==> config.mk <==
export PLATFORM = sky130hd
export DESIGN_NAME = macd_indicator_filter_core
export DESIGN_NICKNAME = d
export VERILOG_FILES = /design/src/rtl/core/macd_pkg.sv /design/src/rtl/core/macd_mac.sv /design/src/rtl/core/macd_div.sv /design/src/rtl/core/macd_indicator_filter_core.sv
export SDC_FILE = /design/constraint.sdc
export NUM_CORES = 2
export LEC_CHECK = 0
export BUFFER_PORTS_ARGS = -buffer_cell sky130_fd_sc_hd__buf_2
export CAP_MARGIN = 20
export CORE_MARGIN = 2
export CORE_UTILIZATION = 50
export DETAILED_ROUTE_END_ITERATION = 12
export PLACE_DENSITY_LB_ADDON = 0.12
export SYNTH_ARGS = -nofsm -noshare
export SYNTH_HDL_FRONTEND = slang
export SYNTH_HIERARCHICAL = 1
export SYNTH_SLANG_ARGS = --single-unit
==> constraint.sdc <==
create_clock -name clk_i -period 14.4 [get_ports clk_i]
set_clock_uncertainty 0.15 [all_clocks]
set_input_delay 4.32 -clock clk_i [delete_from_list [all_inputs] [get_ports clk_i]]
set_output_delay 4.32 -clock clk_i [all_outputs]
set_load 0.02 [all_outputs]
==> src/rtl/core/macd_pkg.sv <==
// Shared types and constants for the MACD indicator filter.
package macd_pkg;

  localparam int unsigned ACC_W     = 58;     // tap accumulator, signed
  localparam int unsigned DEN_W     = 24;     // weight sum
  localparam int unsigned DATA_W    = 32;
  localparam int unsigned DECAY_W   = 16;
  localparam int unsigned WEIGHT_W  = 17;     // Q1.16
  localparam int unsigned CFG_IDX_W = 2;

  localparam logic [WEIGHT_W-1:0] WEIGHT_ONE = 17'h10000;

  localparam logic [CFG_IDX_W-1:0] REG_SHORT_DECAY  = 2'd0;
  localparam logic [CFG_IDX_W-1:0] REG_LONG_DECAY   = 2'd1;
  localparam logic [CFG_IDX_W-1:0] REG_SIGNAL_DECAY = 2'd2;

  localparam logic [DECAY_W-1:0] SHORT_DECAY_RST  = 16'd53620;
  localparam logic [DECAY_W-1:0] LONG_DECAY_RST   = 16'd60293;
  localparam logic [DECAY_W-1:0] SIGNAL_DECAY_RST = 16'd49152;

  localparam logic [1:0] ORDER_EQUAL = 2'd0;
  localparam logic [1:0] ORDER_BELOW = 2'd1;
  localparam logic [1:0] ORDER_ABOVE = 2'd2;

  typedef enum logic [2:0] {
    ST_IDLE,
    ST_RUN,
    ST_DRAIN,
    ST_DSTART,
    ST_DWAIT,
    ST_MWR,
    ST_DONE
  } state_e;

  typedef enum logic [1:0] {
    PH_SHORT,
    PH_LONG,
    PH_SIG
  } phase_e;

  typedef struct packed {
    logic clr;      // restart weight, sums
    logic tap_vld;  // read data is a tap
  } mac_ctrl_t;

endpackage

==> src/rtl/core/macd_mac.sv <==
// Weighted tap accumulator: running weight, weight sum and tap*weight sum.
module macd_mac (
  input  logic                                 clk_i,
  input  logic                                 rst_ni,
  input  macd_pkg::mac_ctrl_t                  ctrl_i,
  input  logic signed [macd_pkg::DATA_W:0]     tap_i,
  input  logic [macd_pkg::DECAY_W-1:0]         decay_i,
  output logic signed [macd_pkg::ACC_W-1:0]    num_o,
  output logic [macd_pkg::DEN_W-1:0]           den_o
);
  import macd_pkg::*;

  localparam int unsigned PROD_W = DATA_W + 1 + WEIGHT_W + 1;

  logic [WEIGHT_W-1:0]            w_q, w_d;
  logic [DEN_W-1:0]               den_q, den_d;
  logic signed [ACC_W-1:0]        num_q, num_d;
  logic signed [PROD_W-1:0]       prod_q, prod_d;
  logic                           pvld_q;
  logic [WEIGHT_W+DECAY_W:0]      wmul;

  assign wmul   = ({1'b0, w_q} * {{(WEIGHT_W+1){1'b0}}, decay_i})
                  + (WEIGHT_W+DECAY_W+1)'(32768);
  assign prod_d = tap_i * $signed({1'b0, w_q});

  always_comb begin
    w_d   = w_q;
    den_d = den_q;
    num_d = num_q;
    if (ctrl_i.clr) begin
      w_d   = WEIGHT_ONE;
      den_d = '0;
      num_d = '0;
    end else begin
      if (ctrl_i.tap_vld) begin
        w_d   = wmul[DECAY_W +: WEIGHT_W];
        den_d = den_q + DEN_W'(w_q);
      end
      if (pvld_q) begin
        num_d = num_q + ACC_W'(prod_q);
      end
    end
  end

  always_ff @(posedge clk_i or negedge rst_ni) begin
    if (!rst_ni) begin
      pvld_q <= 1'b0;
    end else begin
      pvld_q <= ctrl_i.tap_vld & ~ctrl_i.clr;
    end
  end

  always_ff @(posedge clk_i) begin
    w_q    <= w_d;
    den_q  <= den_d;
    num_q  <= num_d;
    prod_q <= prod_d;
  end

  assign num_o = num_q;
  assign den_o = den_q;

endmodule

==> src/rtl/core/macd_div.sv <==
// Radix-2 restoring divider with round-half-away rounding, 32 quotient bits.
module macd_div (
  input  logic                               clk_i,
  input  logic                               rst_ni,
  input  logic                               start_i,
  input  logic signed [macd_pkg::ACC_W-1:0]  num_i,
  input  logic [macd_pkg::DEN_W-1:0]         den_i,
  output logic                               done_o,
  output logic [macd_pkg::DATA_W-1:0]        quot_o,
  output logic                               neg_o
);
  import macd_pkg::*;

  localparam int unsigned CNT_W = $clog2(DATA_W);

  logic [ACC_W-1:0]   mag;
  logic [ACC_W-1:0]   dvd;
  logic [DEN_W-1:0]   rem_q, rem_d;
  logic [DATA_W-1:0]  lo_q, lo_d;
  logic [DEN_W-1:0]   den_q;
  logic               neg_q;
  logic [CNT_W-1:0]   cnt_q, cnt_d;
  logic               busy_q, busy_d, done_q, done_d;
  logic [DEN_W:0]     trial;
  logic [DEN_W:0]     diff;
  logic               ge;

  assign mag   = num_i[ACC_W-1] ? ACC_W'(-num_i) : ACC_W'(num_i);
  assign dvd   = mag + ACC_W'(den_i >> 1);
  assign trial = {rem_q, lo_q[DATA_W-1]};
  assign diff  = trial - {1'b0, den_q};
  assign ge    = trial >= {1'b0, den_q};

  always_comb begin
    rem_d  = rem_q;
    lo_d   = lo_q;
    cnt_d  = cnt_q;
    busy_d = busy_q;
    done_d = 1'b0;
    if (start_i) begin
      // quotient fits 32 bits, so the high part is already below den
      rem_d  = dvd[DATA_W +: DEN_W];
      lo_d   = dvd[DATA_W-1:0];
      cnt_d  = '0;
      busy_d = 1'b1;
    end else if (busy_q) begin
      rem_d = ge ? diff[DEN_W-1:0] : trial[DEN_W-1:0];
      lo_d  = {lo_q[DATA_W-2:0], ge};
      cnt_d = cnt_q + 1'b1;
      if (cnt_q == CNT_W'(DATA_W - 1)) begin
        busy_d = 1'b0;
        done_d = 1'b1;
      end
    end
  end

  always_ff @(posedge clk_i or negedge rst_ni) begin
    if (!rst_ni) begin
      busy_q <= 1'b0;
      done_q <= 1'b0;
      cnt_q  <= '0;
    end else begin
      busy_q <= busy_d;
      done_q <= done_d;
      cnt_q  <= cnt_d;
    end
  end

  always_ff @(posedge clk_i) begin
    rem_q <= rem_d;
    lo_q  <= lo_d;
    if (start_i) begin
      den_q <= den_i;
      neg_q <= num_i[ACC_W-1];
    end
  end

  assign done_o = done_q;
  assign quot_o = lo_q;
  assign neg_o  = neg_q;

endmodule

==> src/rtl/core/macd_indicator_filter_core.sv <==
// MACD indicator filter top level: windows in memory, sequencer, output register.
// Per item: warmup items go straight to the output register; once MACD runs, the short
//   and long EMA each take a tap pass over the price window, a drain, a divider start and
//   a divide, then the MACD value is written; once the signal line runs, a signal pass follows.
// One item at a time: a price is taken only in ST_IDLE, once the last result is handed off.
// Reset (rst_ni low, async): control, counts, order history and decay registers
//   cleared to their defaults; window memories are not cleared (a series refills them).
module macd_indicator_filter_core #(
  parameter int unsigned SHORT_PERIOD = 12,
  parameter int unsigned LONG_PERIOD  = 26,
  parameter int unsigned SIGNAL_TAPS  = 9,
  parameter int unsigned CHECK_DEPTH  = 4,
  parameter int unsigned PRICE_WIDTH  = 32
) (
  input  logic                              clk_i,
  input  logic                              rst_ni,
  // configuration writes
  input  logic                              cfg_we_i,
  input  logic [macd_pkg::CFG_IDX_W-1:0]    cfg_idx_i,
  input  logic [macd_pkg::DECAY_W-1:0]      cfg_data_i,
  // input stream
  input  logic                              s_axis_tvalid,
  output logic                              s_axis_tready,
  input  logic [31:0]                       s_axis_tdata,  // [31:0] price
  input  logic                              s_axis_tuser,  // [0] first
  // result stream
  output logic                              m_axis_tvalid,
  input  logic                              m_axis_tready,
  output logic [71:0]                       m_axis_tdata   // [31:0] macd_value,
                                                           // [63:32] signal_value,
                                                           // [64] macd_valid,
                                                           // [65] signal_valid,
                                                           // [67:66] crossing, rest 0
);
  import macd_pkg::*;

  localparam int unsigned PRICE_DEPTH  = LONG_PERIOD + 1;
  localparam int unsigned MACD_DEPTH   = SIGNAL_TAPS + 1;
  localparam int unsigned SHORT_TAPS   = (SHORT_PERIOD + 1 < PRICE_DEPTH) ?
                                         SHORT_PERIOD + 1 : PRICE_DEPTH;
  localparam int unsigned MACD_START   = LONG_PERIOD + 1;
  localparam int unsigned SIGNAL_START = LONG_PERIOD + SIGNAL_TAPS + 1;
  localparam int unsigned PA_W  = $clog2(PRICE_DEPTH);
  localparam int unsigned MA_W  = $clog2(MACD_DEPTH);
  localparam int unsigned RP_W  = (PA_W > MA_W) ? PA_W : MA_W;
  localparam int unsigned TC_W  = $clog2(PRICE_DEPTH + MACD_DEPTH);
  localparam int unsigned CNT_W = $clog2(SIGNAL_START + 1);
  localparam int unsigned PW    = (PRICE_WIDTH < 32) ? PRICE_WIDTH : 32;
  localparam logic [DATA_W-1:0] PRICE_MASK = 32'hFFFF_FFFF >> (32 - PW);

  // window memories
  logic [DATA_W-1:0] price_mem [PRICE_DEPTH];
  logic [DATA_W-1:0] macd_mem  [MACD_DEPTH];

  logic [DECAY_W-1:0] short_decay_q, long_decay_q, signal_decay_q;

  state_e             state_q, state_d;
  phase_e             phase_q, phase_d;
  logic [CNT_W-1:0]   cnt_q, cnt_d;
  logic [PA_W-1:0]    wp_q, wp_d;
  logic [MA_W-1:0]    mp_q, mp_d;
  logic [RP_W-1:0]    rd_ptr_q, rd_ptr_d;
  logic [TC_W-1:0]    tap_q, tap_d;
  logic               drain_q, drain_d;
  logic               mv_q, mv_d, sv_q, sv_d;
  logic [DATA_W-1:0]  ema_s_q, ema_s_d;
  logic signed [DATA_W-1:0] macd_q, macd_d, sig_q, sig_d;
  logic [1:0]         hist_q [CHECK_DEPTH];
  logic [1:0]         hist_d [CHECK_DEPTH];
  logic               out_valid_q, out_valid_d;
  logic [71:0]        out_data_q, out_data_d;

  logic               p_we, m_we, rd_en, rvalid_q;
  logic [DATA_W-1:0]  p_rdata_q, m_rdata_q;
  logic [PA_W-1:0]    wp_next;
  logic [MA_W-1:0]    mp_next;
  logic [CNT_W-1:0]   cnt_new;
  logic [TC_W-1:0]    tap_last;
  logic [RP_W-1:0]    rd_wrap;

  mac_ctrl_t                 mac_ctrl;
  logic signed [DATA_W:0]    mac_tap;
  logic [DECAY_W-1:0]        mac_decay;
  logic signed [ACC_W-1:0]   mac_num;
  logic [DEN_W-1:0]          mac_den;

  logic                      div_start, div_done, div_neg;
  logic [DATA_W-1:0]         div_quot;
  logic signed [DATA_W+1:0]  diff;
  logic [1:0]                order, cross_code;
  logic                      seen;

  // ---------------------------------------------------------------------------
  // Decay registers
  always_ff @(posedge clk_i or negedge rst_ni) begin
    if (!rst_ni) begin
      short_decay_q  <= SHORT_DECAY_RST;
      long_decay_q   <= LONG_DECAY_RST;
      signal_decay_q <= SIGNAL_DECAY_RST;
    end else if (cfg_we_i) begin
      case (cfg_idx_i)
        REG_SHORT_DECAY:  short_decay_q  <= cfg_data_i;
        REG_LONG_DECAY:   long_decay_q   <= cfg_data_i;
        REG_SIGNAL_DECAY: signal_decay_q <= cfg_data_i;
        default: ;
      endcase
    end
  end

  // ---------------------------------------------------------------------------
  // Shared datapath
  assign mac_ctrl.clr     = (state_q == ST_RUN) && (tap_q == '0);
  assign mac_ctrl.tap_vld = rvalid_q;
  assign mac_tap = (phase_q == PH_SIG) ? {m_rdata_q[DATA_W-1], m_rdata_q}
                                       : {1'b0, p_rdata_q};

  always_comb begin
    case (phase_q)
      PH_SHORT: mac_decay = short_decay_q;
      PH_LONG:  mac_decay = long_decay_q;
      PH_SIG:   mac_decay = signal_decay_q;
      default:  mac_decay = short_decay_q;
    endcase
  end

  macd_mac u_mac (
    .clk_i   (clk_i),
    .rst_ni  (rst_ni),
    .ctrl_i  (mac_ctrl),
    .tap_i   (mac_tap),
    .decay_i (mac_decay),
    .num_o   (mac_num),
    .den_o   (mac_den)
  );

  macd_div u_div (
    .clk_i   (clk_i),
    .rst_ni  (rst_ni),
    .start_i (div_start),
    .num_i   (mac_num),
    .den_i   (mac_den),
    .done_o  (div_done),
    .quot_o  (div_quot),
    .neg_o   (div_neg)
  );

  // ---------------------------------------------------------------------------
  // Memories: circular windows, newest entry at the write pointer
  always_ff @(posedge clk_i) begin
    if (p_we) begin
      price_mem[wp_next] <= s_axis_tdata & PRICE_MASK;
    end
    if (m_we) begin
      macd_mem[mp_next] <= macd_q;
    end
    if (rd_en && phase_q != PH_SIG) begin
      p_rdata_q <= price_mem[rd_ptr_q[PA_W-1:0]];
    end
    if (rd_en && phase_q == PH_SIG) begin
      m_rdata_q <= macd_mem[rd_ptr_q[MA_W-1:0]];
    end
  end

  // ---------------------------------------------------------------------------
  // Sequencer
  assign wp_next = (wp_q == PA_W'(PRICE_DEPTH - 1)) ? '0 : wp_q + 1'b1;
  assign mp_next = (mp_q == MA_W'(MACD_DEPTH - 1)) ? '0 : mp_q + 1'b1;
  assign cnt_new = s_axis_tuser ? CNT_W'(1) :
                   (cnt_q < CNT_W'(SIGNAL_START)) ? cnt_q + 1'b1 : cnt_q;
  assign diff    = $signed({2'b00, ema_s_q}) - $signed({2'b00, div_quot});

  always_comb begin
    case (phase_q)
      PH_SHORT: tap_last = TC_W'(SHORT_TAPS - 1);
      PH_LONG:  tap_last = TC_W'(PRICE_DEPTH - 1);
      PH_SIG:   tap_last = TC_W'(MACD_DEPTH - 1);
      default:  tap_last = TC_W'(PRICE_DEPTH - 1);
    endcase
    rd_wrap = (phase_q == PH_SIG) ? RP_W'(MACD_DEPTH - 1) : RP_W'(PRICE_DEPTH - 1);
  end

  // order of MACD against signal, and reversal against the history
  always_comb begin
    if (macd_q < sig_q) begin
      order = ORDER_BELOW;
    end else if (macd_q > sig_q) begin
      order = ORDER_ABOVE;
    end else begin
      order = ORDER_EQUAL;
    end
    seen = 1'b0;
    for (int i = 0; i < CHECK_DEPTH; i++) begin
      if (hist_q[i] == order) seen = 1'b1;
    end
    cross_code = (sv_q && order != ORDER_EQUAL && !seen) ? order : ORDER_EQUAL;
  end

  always_comb begin
    state_d     = state_q;
    phase_d     = phase_q;
    cnt_d       = cnt_q;
    wp_d        = wp_q;
    mp_d        = mp_q;
    rd_ptr_d    = rd_ptr_q;
    tap_d       = tap_q;
    drain_d     = drain_q;
    mv_d        = mv_q;
    sv_d        = sv_q;
    ema_s_d     = ema_s_q;
    macd_d      = macd_q;
    sig_d       = sig_q;
    hist_d      = hist_q;
    out_valid_d = out_valid_q & ~m_axis_tready;
    out_data_d  = out_data_q;
    p_we        = 1'b0;
    m_we        = 1'b0;
    rd_en       = 1'b0;
    div_start   = 1'b0;
    case (state_q)
      ST_IDLE: begin
        if (s_axis_tvalid) begin
          p_we  = 1'b1;
          wp_d  = wp_next;
          cnt_d = cnt_new;
          mv_d  = cnt_new >= CNT_W'(MACD_START);
          sv_d  = cnt_new >= CNT_W'(SIGNAL_START);
          if (s_axis_tuser) begin
            for (int i = 0; i < CHECK_DEPTH; i++) hist_d[i] = ORDER_EQUAL;
          end
          if (cnt_new >= CNT_W'(MACD_START)) begin
            phase_d  = PH_SHORT;
            rd_ptr_d = RP_W'(wp_next);
            tap_d    = '0;
            state_d  = ST_RUN;
          end else begin
            macd_d  = '0;
            sig_d   = '0;
            state_d = ST_DONE;
          end
        end
      end
      ST_RUN: begin
        rd_en    = 1'b1;
        rd_ptr_d = (rd_ptr_q == '0) ? rd_wrap : rd_ptr_q - 1'b1;
        tap_d    = tap_q + 1'b1;
        if (tap_q == tap_last) begin
          drain_d = 1'b0;
          state_d = ST_DRAIN;
        end
      end
      ST_DRAIN: begin
        // product and accumulate stages settle
        drain_d = 1'b1;
        if (drain_q) state_d = ST_DSTART;
      end
      ST_DSTART: begin
        div_start = 1'b1;
        state_d   = ST_DWAIT;
      end
      ST_DWAIT: begin
        if (div_done) begin
          case (phase_q)
            PH_SHORT: begin
              ema_s_d  = div_quot;
              phase_d  = PH_LONG;
              rd_ptr_d = RP_W'(wp_q);
              tap_d    = '0;
              state_d  = ST_RUN;
            end
            PH_LONG: begin
              if (diff > $signed({2'b00, 32'h7FFF_FFFF})) begin
                macd_d = 32'sh7FFF_FFFF;
              end else if (diff < $signed({2'b11, 32'h8000_0000})) begin
                macd_d = 32'sh8000_0000;
              end else begin
                macd_d = diff[DATA_W-1:0];
              end
              state_d = ST_MWR;
            end
            PH_SIG: begin
              sig_d   = div_neg ? -div_quot : div_quot;
              state_d = ST_DONE;
            end
            default: state_d = ST_IDLE;
          endcase
        end
      end
      ST_MWR: begin
        m_we = 1'b1;
        mp_d = mp_next;
        if (sv_q) begin
          phase_d  = PH_SIG;
          rd_ptr_d = RP_W'(mp_next);
          tap_d    = '0;
          state_d  = ST_RUN;
        end else begin
          sig_d   = '0;
          state_d = ST_DONE;
        end
      end
      ST_DONE: begin
        if (!out_valid_q || m_axis_tready) begin
          out_valid_d = 1'b1;
          out_data_d  = {4'b0, cross_code, sv_q, mv_q, sig_q, macd_q};
          for (int i = CHECK_DEPTH - 1; i > 0; i--) hist_d[i] = hist_q[i-1];
          hist_d[0] = order;
          state_d   = ST_IDLE;
        end
      end
      default: state_d = ST_IDLE;
    endcase
  end

  always_ff @(posedge clk_i or negedge rst_ni) begin
    if (!rst_ni) begin
      state_q     <= ST_IDLE;
      phase_q     <= PH_SHORT;
      cnt_q       <= '0;
      wp_q        <= '0;
      mp_q        <= '0;
      tap_q       <= '0;
      drain_q     <= 1'b0;
      mv_q        <= 1'b0;
      sv_q        <= 1'b0;
      out_valid_q <= 1'b0;
      rvalid_q    <= 1'b0;
      for (int i = 0; i < CHECK_DEPTH; i++) hist_q[i] <= ORDER_EQUAL;
    end else begin
      state_q     <= state_d;
      phase_q     <= phase_d;
      cnt_q       <= cnt_d;
      wp_q        <= wp_d;
      mp_q        <= mp_d;
      tap_q       <= tap_d;
      drain_q     <= drain_d;
      mv_q        <= mv_d;
      sv_q        <= sv_d;
      out_valid_q <= out_valid_d;
      rvalid_q    <= rd_en;
      hist_q      <= hist_d;
    end
  end

  always_ff @(posedge clk_i) begin
    rd_ptr_q   <= rd_ptr_d;
    ema_s_q    <= ema_s_d;
    macd_q     <= macd_d;
    sig_q      <= sig_d;
    out_data_q <= out_data_d;
  end

  assign s_axis_tready = (state_q == ST_IDLE);
  assign m_axis_tvalid = out_valid_q;
  assign m_axis_tdata  = out_data_q;

  // ---------------------------------------------------------------------------
  // Assertions
  a_cnt_sat: assert property (@(posedge clk_i) disable iff (!rst_ni)
    cnt_q <= CNT_W'(SIGNAL_START))
    else $error("sample count past saturation");

  a_cross_sv: assert property (@(posedge clk_i) disable iff (!rst_ni)
    m_axis_tvalid && m_axis_tdata[67:66] != ORDER_EQUAL |-> m_axis_tdata[65])
    else $error("crossing reported without signal line");

  a_warm_zero: assert property (@(posedge clk_i) disable iff (!rst_ni)
    m_axis_tvalid && !m_axis_tdata[64] |-> m_axis_tdata[63:0] == '0)
    else $error("nonzero result during warmup");

  a_div_wait: assert property (@(posedge clk_i) disable iff (!rst_ni)
    div_done |-> state_q == ST_DWAIT)
    else $error("divider finished outside wait state");

endmodule
== Word-level counts from Yosys, hierarchy flattened ==
Memories as Yosys holds them, arrays and structs flattened. A register that Yosys moved wholly into a read port is not among the register bits.
Cells that the tools add are included.

* Equality and inequality tests: 32
* Shift operators: 0
* $mul: 2
* Bitwise operators: 4
* Multiplexer cells: 85
* Reductions and logical operators: 33
* Magnitude comparators: 8
* Divide/modulo/power cells: 0
* Add/subtract/negate cells: 14

{| class="wikitable"
|+ Operators with widths
! operator !! number
|-
| $mux W32 || 12
|-
| $pmux W32 S3 || 1
|-
| $mux W24 || 3
|-
| $pmux W32 S2 || 1
|-
| $add A58 B51 Y58 || 1
|-
| $add A56 B23 Y56 || 1
|-
| $mux W56 || 1
|-
| $neg A56 Y56 || 1
|-
| $mul A33 B18 Y51 || 1
|-
| $mux W5 || 10
|-
| $mux W6 || 7
|-
| $add A33 B16 Y33 const B || 1
|-
| $gt A33 B32 Y1 const B || 1
|-
| $lt A33 B32 Y1 const B || 1
|-
| $mul A17 B16 Y33 || 1
|-
| $mux W33 || 1
|-
| $sub A32 B32 Y33 || 1
|-
| $gt A32 B32 Y1 || 1
|-
| $lt A32 B32 Y1 || 1
|-
| $neg A32 Y32 || 1
|-
| $pmux W16 S2 || 1
|-
| $ge A25 B24 Y1 || 1
|-
| $add A24 B17 Y24 || 1
|-
| $mux W8 || 3
|-
| 48 further kinds || 124
|}

* Word-level logic and storage cells: 216
* RAM bits: 1184
* Register bits: 495
* ROM bits: 0
* Input bits: 56
* Memories: 2
* Output and inout bits: 74
* Bits in latches: 0

{| class="wikitable"
|+ Memories
! memory !! depth !! bits a word !! rd ports !! clocked after Yosys merged registers in !! write ports !! RTL line !! RTL
|-
| price_mem || 27 || 32 || 1 || 1 || 1 || macd_indicator_filter_core.sv:52 || <nowiki>logic [DATA_W-1:0] price_mem [PRICE_DEPTH];</nowiki>
|-
| macd_mem || 10 || 32 || 1 || 1 || 1 || macd_indicator_filter_core.sv:53 || <nowiki>logic [DATA_W-1:0] macd_mem [MACD_DEPTH];</nowiki>
|}

== Logic depth before layout (Yosys ltp) ==
* Depth after elaboration: 10
* Gate-level depth with buffers: 31
* Depth with buffers taken out: 28

== Cells and area by module ==
The synthesis kept the hierarchy.

{| class="wikitable"
|+ By module, submodules not included
! module !! times used !! area an instance (sq um) !! cells an instance !! sequential area each (sq um)
|-
| macd_indicator_filter_core || 1 || 60805.8 || 3260 || 44751.7
|-
| macd_mac || 1 || 36764.0 || 4216 || 3027.9
|-
| macd_div || 1 || 8678.3 || 983 || 2607.5
|}

== Worst setup path after synthesis ==
Ideal clock, no wire load.

* Kind: input to register
* Start point: in s_axis_tuser
* End point: reg macd_q[0], enable pin
* Setup slack: 6.357 ns
* Required time: 13.789 ns
* Arrival time: 7.432 ns
* Stages on the path: 7
* Library setup time: 0.461 ns
* Buffers on the path: 1
* Cell sequence: clkbuf_1 > or3_1 > a2111oi_0 > or2_2 > nor2_1 > a31oi_1 > nor3_1

* Longest elaborated chain between the ends: 4

{| class="wikitable"
|+ Ends and longest elaborated chain
! item !! RTL line !! RTL
|-
| from (decl) || macd_indicator_filter_core.sv:25 || <nowiki>input logic s_axis_tuser,</nowiki>
|-
| $mux W6 || macd_indicator_filter_core.sv:168 || <nowiki>assign cnt_new = s_axis_tuser ? CNT_W'(1) :</nowiki>
|-
| $ge A6 B5 Y1 || macd_indicator_filter_core.sv:230 || <nowiki>if (cnt_new >= CNT_W'(MACD_START)) begin</nowiki>
|-
| $ne A2 B2 Y1 (no source line) || n/a ||
|-
| $reduce_and A5 Y1 (no source line) || n/a ||
|-
| to (signal assigned) || macd_indicator_filter_core.sv:347 || <nowiki>macd_q <= macd_d;</nowiki>
|-
| to (decl) || macd_indicator_filter_core.sv:67 || <nowiki>logic signed [DATA_W-1:0] macd_q, macd_d, sig_q, sig_d;</nowiki>
|}

No other way between the ends.
A chain may end at the register's enable or synchronous reset.

== Worst setup path after layout ==
* Start point: reg phase_q[0]
* End point: reg u_mac.prod_q[49]

* Longest elaborated chain between the ends: 3

{| class="wikitable"
|+ Ends and longest elaborated chain
! item !! RTL line !! RTL
|-
| from (decl) || macd_indicator_filter_core.sv:58 || <nowiki>phase_e phase_q, phase_d;</nowiki>
|-
| from (signal assigned) || macd_indicator_filter_core.sv:330 || <nowiki>phase_q <= phase_d;</nowiki>
|-
| $eq A2 B2 Y1 || macd_indicator_filter_core.sv:114 || <nowiki>assign mac_tap = (phase_q == PH_SIG) ? {m_rdata_q[DATA_W-1], m_rdata_q}</nowiki>
|-
| $mux W33 || macd_indicator_filter_core.sv:114 ||
|-
| named net mac_tap[13] || macd_indicator_filter_core.sv:82 || <nowiki>logic signed [DATA_W:0] mac_tap;</nowiki>
|-
| $mul A33 B18 Y51 || macd_mac.sv:24 || <nowiki>assign prod_d = tap_i * $signed({1'b0, w_q});</nowiki>
|-
| named net u_mac.prod_d[49] || macd_mac.sv:18 || <nowiki>logic signed [PROD_W-1:0] prod_q, prod_d;</nowiki>
|-
| to (signal assigned) || macd_mac.sv:57 || <nowiki>prod_q <= prod_d;</nowiki>
|-
| to (decl) || macd_mac.sv:18 ||
|}

The timed path passes the listed nets, and every way through them passes these cells.

==> summary.txt <==
Final layout
  • Final Util: 54.9%
  • Share of layout cells above drive strength 1: 12.6%
  • Synth-to-layout area growth: 9.40%
  • Area taken by multi-input logic gates: 0.0506 mm²
  • Cell Count, Final, Fillers Out: 11470
  • FF+latch area: 0.0504 mm²
  • Layout net count: 9735
  • Number of fill cells: 17650

Worst setup path
  • R2r worst-path depth: 26
  • Critical path class: reg2reg
  • CP endpoint kind: register
  • Most used cell, CP: fa_1
  • Slowest CP cell: buf_4
  • Worst EP required: 14.99 ns
  • Critical path's largest stage delay: 0.57 ns
  • Crit-path max FO: 33
  • Arrival time worst endpoint: 9.06 ns
  • Critical Path Source Type: register

Synthesis
  • Sequential share of the synthesized area: 47.4%
  • Post-synth ARST share: 5.45%
  • Leading area contributor after synthesis: edfxtp_1
  • Yosys warns: 6
  • Synth Area in XOR/XNOR: 2.32%
  • Mux share of post-synthesis cell area: 9.14%
  • Synth area leaders: edfxtp_1, fa_1, mux4_2
  • Gate Count Post-Synth: 8459
  • Post-synth cell types: 117
  • Post-Synth Simple-Gate Area: 9.51%
  • Most instantiated library cell after synthesis: edfxtp_1
  • Top cell type's share of synthesized area: 42.3%
  • Mapped Avg Cell Area: 12.6 µm²
  • Area of the mapped netlist: 0.106 mm²
  • Yosys reg bits: 1743
  • Adder-Cell Fraction of Synth Area: 19.3%
  • Synth Area in Compound Gates: 7.03%
  • Top FF cell, synth: edfxtp_1
  • EDFF count, synth: 1498
  • Top cells by count, synth: edfxtp_1, inv_1, nand2_1, fa_1, ha_1
  • Largest family of logic cells by synthesized area: adder cells

Drt
  • Wire per inst: 24.1 µm
  • Post-DRT Antenna Nets: 0
  • Routed wire length: 276000 µm
  • Initial DRC Count: 5329
  • Pre-antenna DRT Iters: 6
  • Vias: 66549
  • Via/cell ratio: 5.80
  • DRC errors left: 0

Hold path
  • Hold path depth: 0
  • Hold Crit Class: reg2reg

Clocking
  • CTS Sinks: 1743
  • CTS Buffer Depth: 3
  • Hold-fix buffers, CTS: 0
  • H-tree Lvls: 4
  • Skew-Pair Late Insertion Delay: 0.87 ns
  • CTS tree: done
  • CTS Root Cell: clkbuf_16
  • CTS resizes: 0
  • Setup Buffers After CTS: 0
  • Inserted Clock Buffers: 184
  • Clk slew on worst S/H paths: 0.06 ns

Timing
  • Part of the cycle the worst path needs: 58.9%
  • Final Setup Violations: 0
  • WHS: 0.318 ns
  • Setup tns final: 0 ns
  • Period minus WS final: 8.48 ns
  • Slew headroom: 23.8%
  • Slew @ Worst Pin: 1.14 ns
  • RSZ-0062 raised after global routing: false
  • FMAX: 118 MHz
  • Final Slew Violations: 0
  • Hold Vio Cnt, Final: 0

Floorplanning
  • Core area: 0.212 mm²
  • Area of the die: 0.216 mm²
  • Initial Utilization: 50.2%
  • Chip width: 465 µm
  • Die Y: 465 µm
  • Row Count: 169
  • Io pins: 130

Global route
  • GR met2 Demand/Resource: 41.5%
  • Met1 Use GR: 35.8%
  • Initial antenna violation count: 23
  • Remaining Overflow, GRT: 0
  • Vias in the first global route: 68018
  • First-pass GRT wire length: 419000 µm
  • Pin count of the biggest net entering global routing: 148
  • GRT Resource Usage Total: 25.6%
  • GR Util met3: 4.04%
  • Busiest grt layer: met2

Run
  • Maxcap violations: 0

Placed design
  • Hpwl dp: 183000 µm
  • Post-Place Cells: 11125
  • PortBufs: 125
  • GPL Wtd Cong: 0.888

Status
  • Status: complete, no violations
## state kept, by name, summed over array words and instances, names as in the netlist, 5 cells and up
signal	cells
u_div/den_q	24
m_axis_tdata	68
sig_q	32
hist_q	8
short_decay_q	16
m_rdata_q	32
u_div/rem_q	24
u_mac/w_q	17
tap_q	6
wp_q	5
macd_mem	320
u_div/quot_o	32
signal_decay_q	16
u_mac/den_o	24
long_decay_q	16
price_mem	864
cnt_q	6
p_rdata_q	32
u_mac/prod_q	51
macd_q	32
rd_ptr_q	5
u_div/cnt_q	5
u_mac/num_o	58
ema_s_q	32
## routing by layer
layer  wire, µm  share of wire, %
met5         79             0.029
met4       7900               2.9
met3      17100               6.2
met2     131000                48
met1     120000                43
## placed cells by master, fill, tap and decap left out, drive strengths merged, types with 89 or more instances in the layout
| cell type | Yosys | final |
|---|---|---|
| a21oi | 301 | 301 |
| a21o | 106 | 106 |
| mux2 | 145 | 145 |
| xor2 | 89 | 89 |
| and2 | 374 | 374 |
| mux4 | 288 | 288 |
| a211oi | 93 | 93 |
| mux2i | 159 | 159 |
| fa | 748 | 748 |
| ha | 441 | 441 |
| nor2 | 343 | 343 |
| buf | 85 | 238 |
| nand2 | 774 | 774 |
| dfxtp | 150 | 150 |
| inv | 1080 | 1081 |
| clkbuf | 311 | 234 |
| xnor2 | 192 | 192 |
| o21ai | 254 | 254 |
| edfxtp | 1498 | 1498 |
## worst paths after layout
| check | slack (ns) | startpoint | end |
|---|---|---|---|
| min | 0.32 | sig_q[6] | m_axis_tdata[38] |
| max reg2reg | 5.92 | phase_q[0] | u_mac/prod_q[49] |
| max | 5.92 | phase_q[0] | u_mac/prod_q[49] |
| min reg2reg | 0.32 | sig_q[6] | m_axis_tdata[38] |
| min in group asynchronous | 3.38 | rst_ni | mp_q[1] |
| max in group asynchronous | 9.46 | rst_ni | u_mac/pvld_q |
## cell families after synthesis
kind of cell,after synthesis
AND/OR/NAND/NOR,2034
AO/OA/AOI/OAI,1140
flip-flops,1743
buffers and inverters,1479
other,1
adder cells (fa/ha/maj),1189
XOR/XNOR,281
multiplexers,592
## critical path: cells and delay by family (launching register included)
kind                       cells  cell delay, ns
adders and majority gates      8            3.84
AOI/OAI and AO/OA              5            1.33
and+or+nand+nor                5            0.98
buffers and inverters          6            0.92
muxes                          1            0.57
DFF                            1            0.41
xor gates and xnor gates       1            0.16
## final cells by class
cell class,instances,area share (%)
Sequential cell,1743,43.4
Antenna cell,6,0.0129
Inverter,1083,3.50
Clock buffer,234,4.22
Clock inverter,105,1.05
Tap cell,2821,3.04
Multi-Input combinational cell,5240,43.5
Timing Repair Buffer,238,1.31
## per-stage QoR
stage          instance area, µm²  setup WS, ns
2_1_floorplan              106000          6.36
3_3_place_gp               110000          6.06
3_5_place_dp               110000          5.92
4_1_cts                    116000          5.89
5_1_grt                    116000          5.53
6_report                   116000          5.92
Power is not shown: default switching activity piles up to over one toggle a cycle in this logic, so the estimate is an artifact.
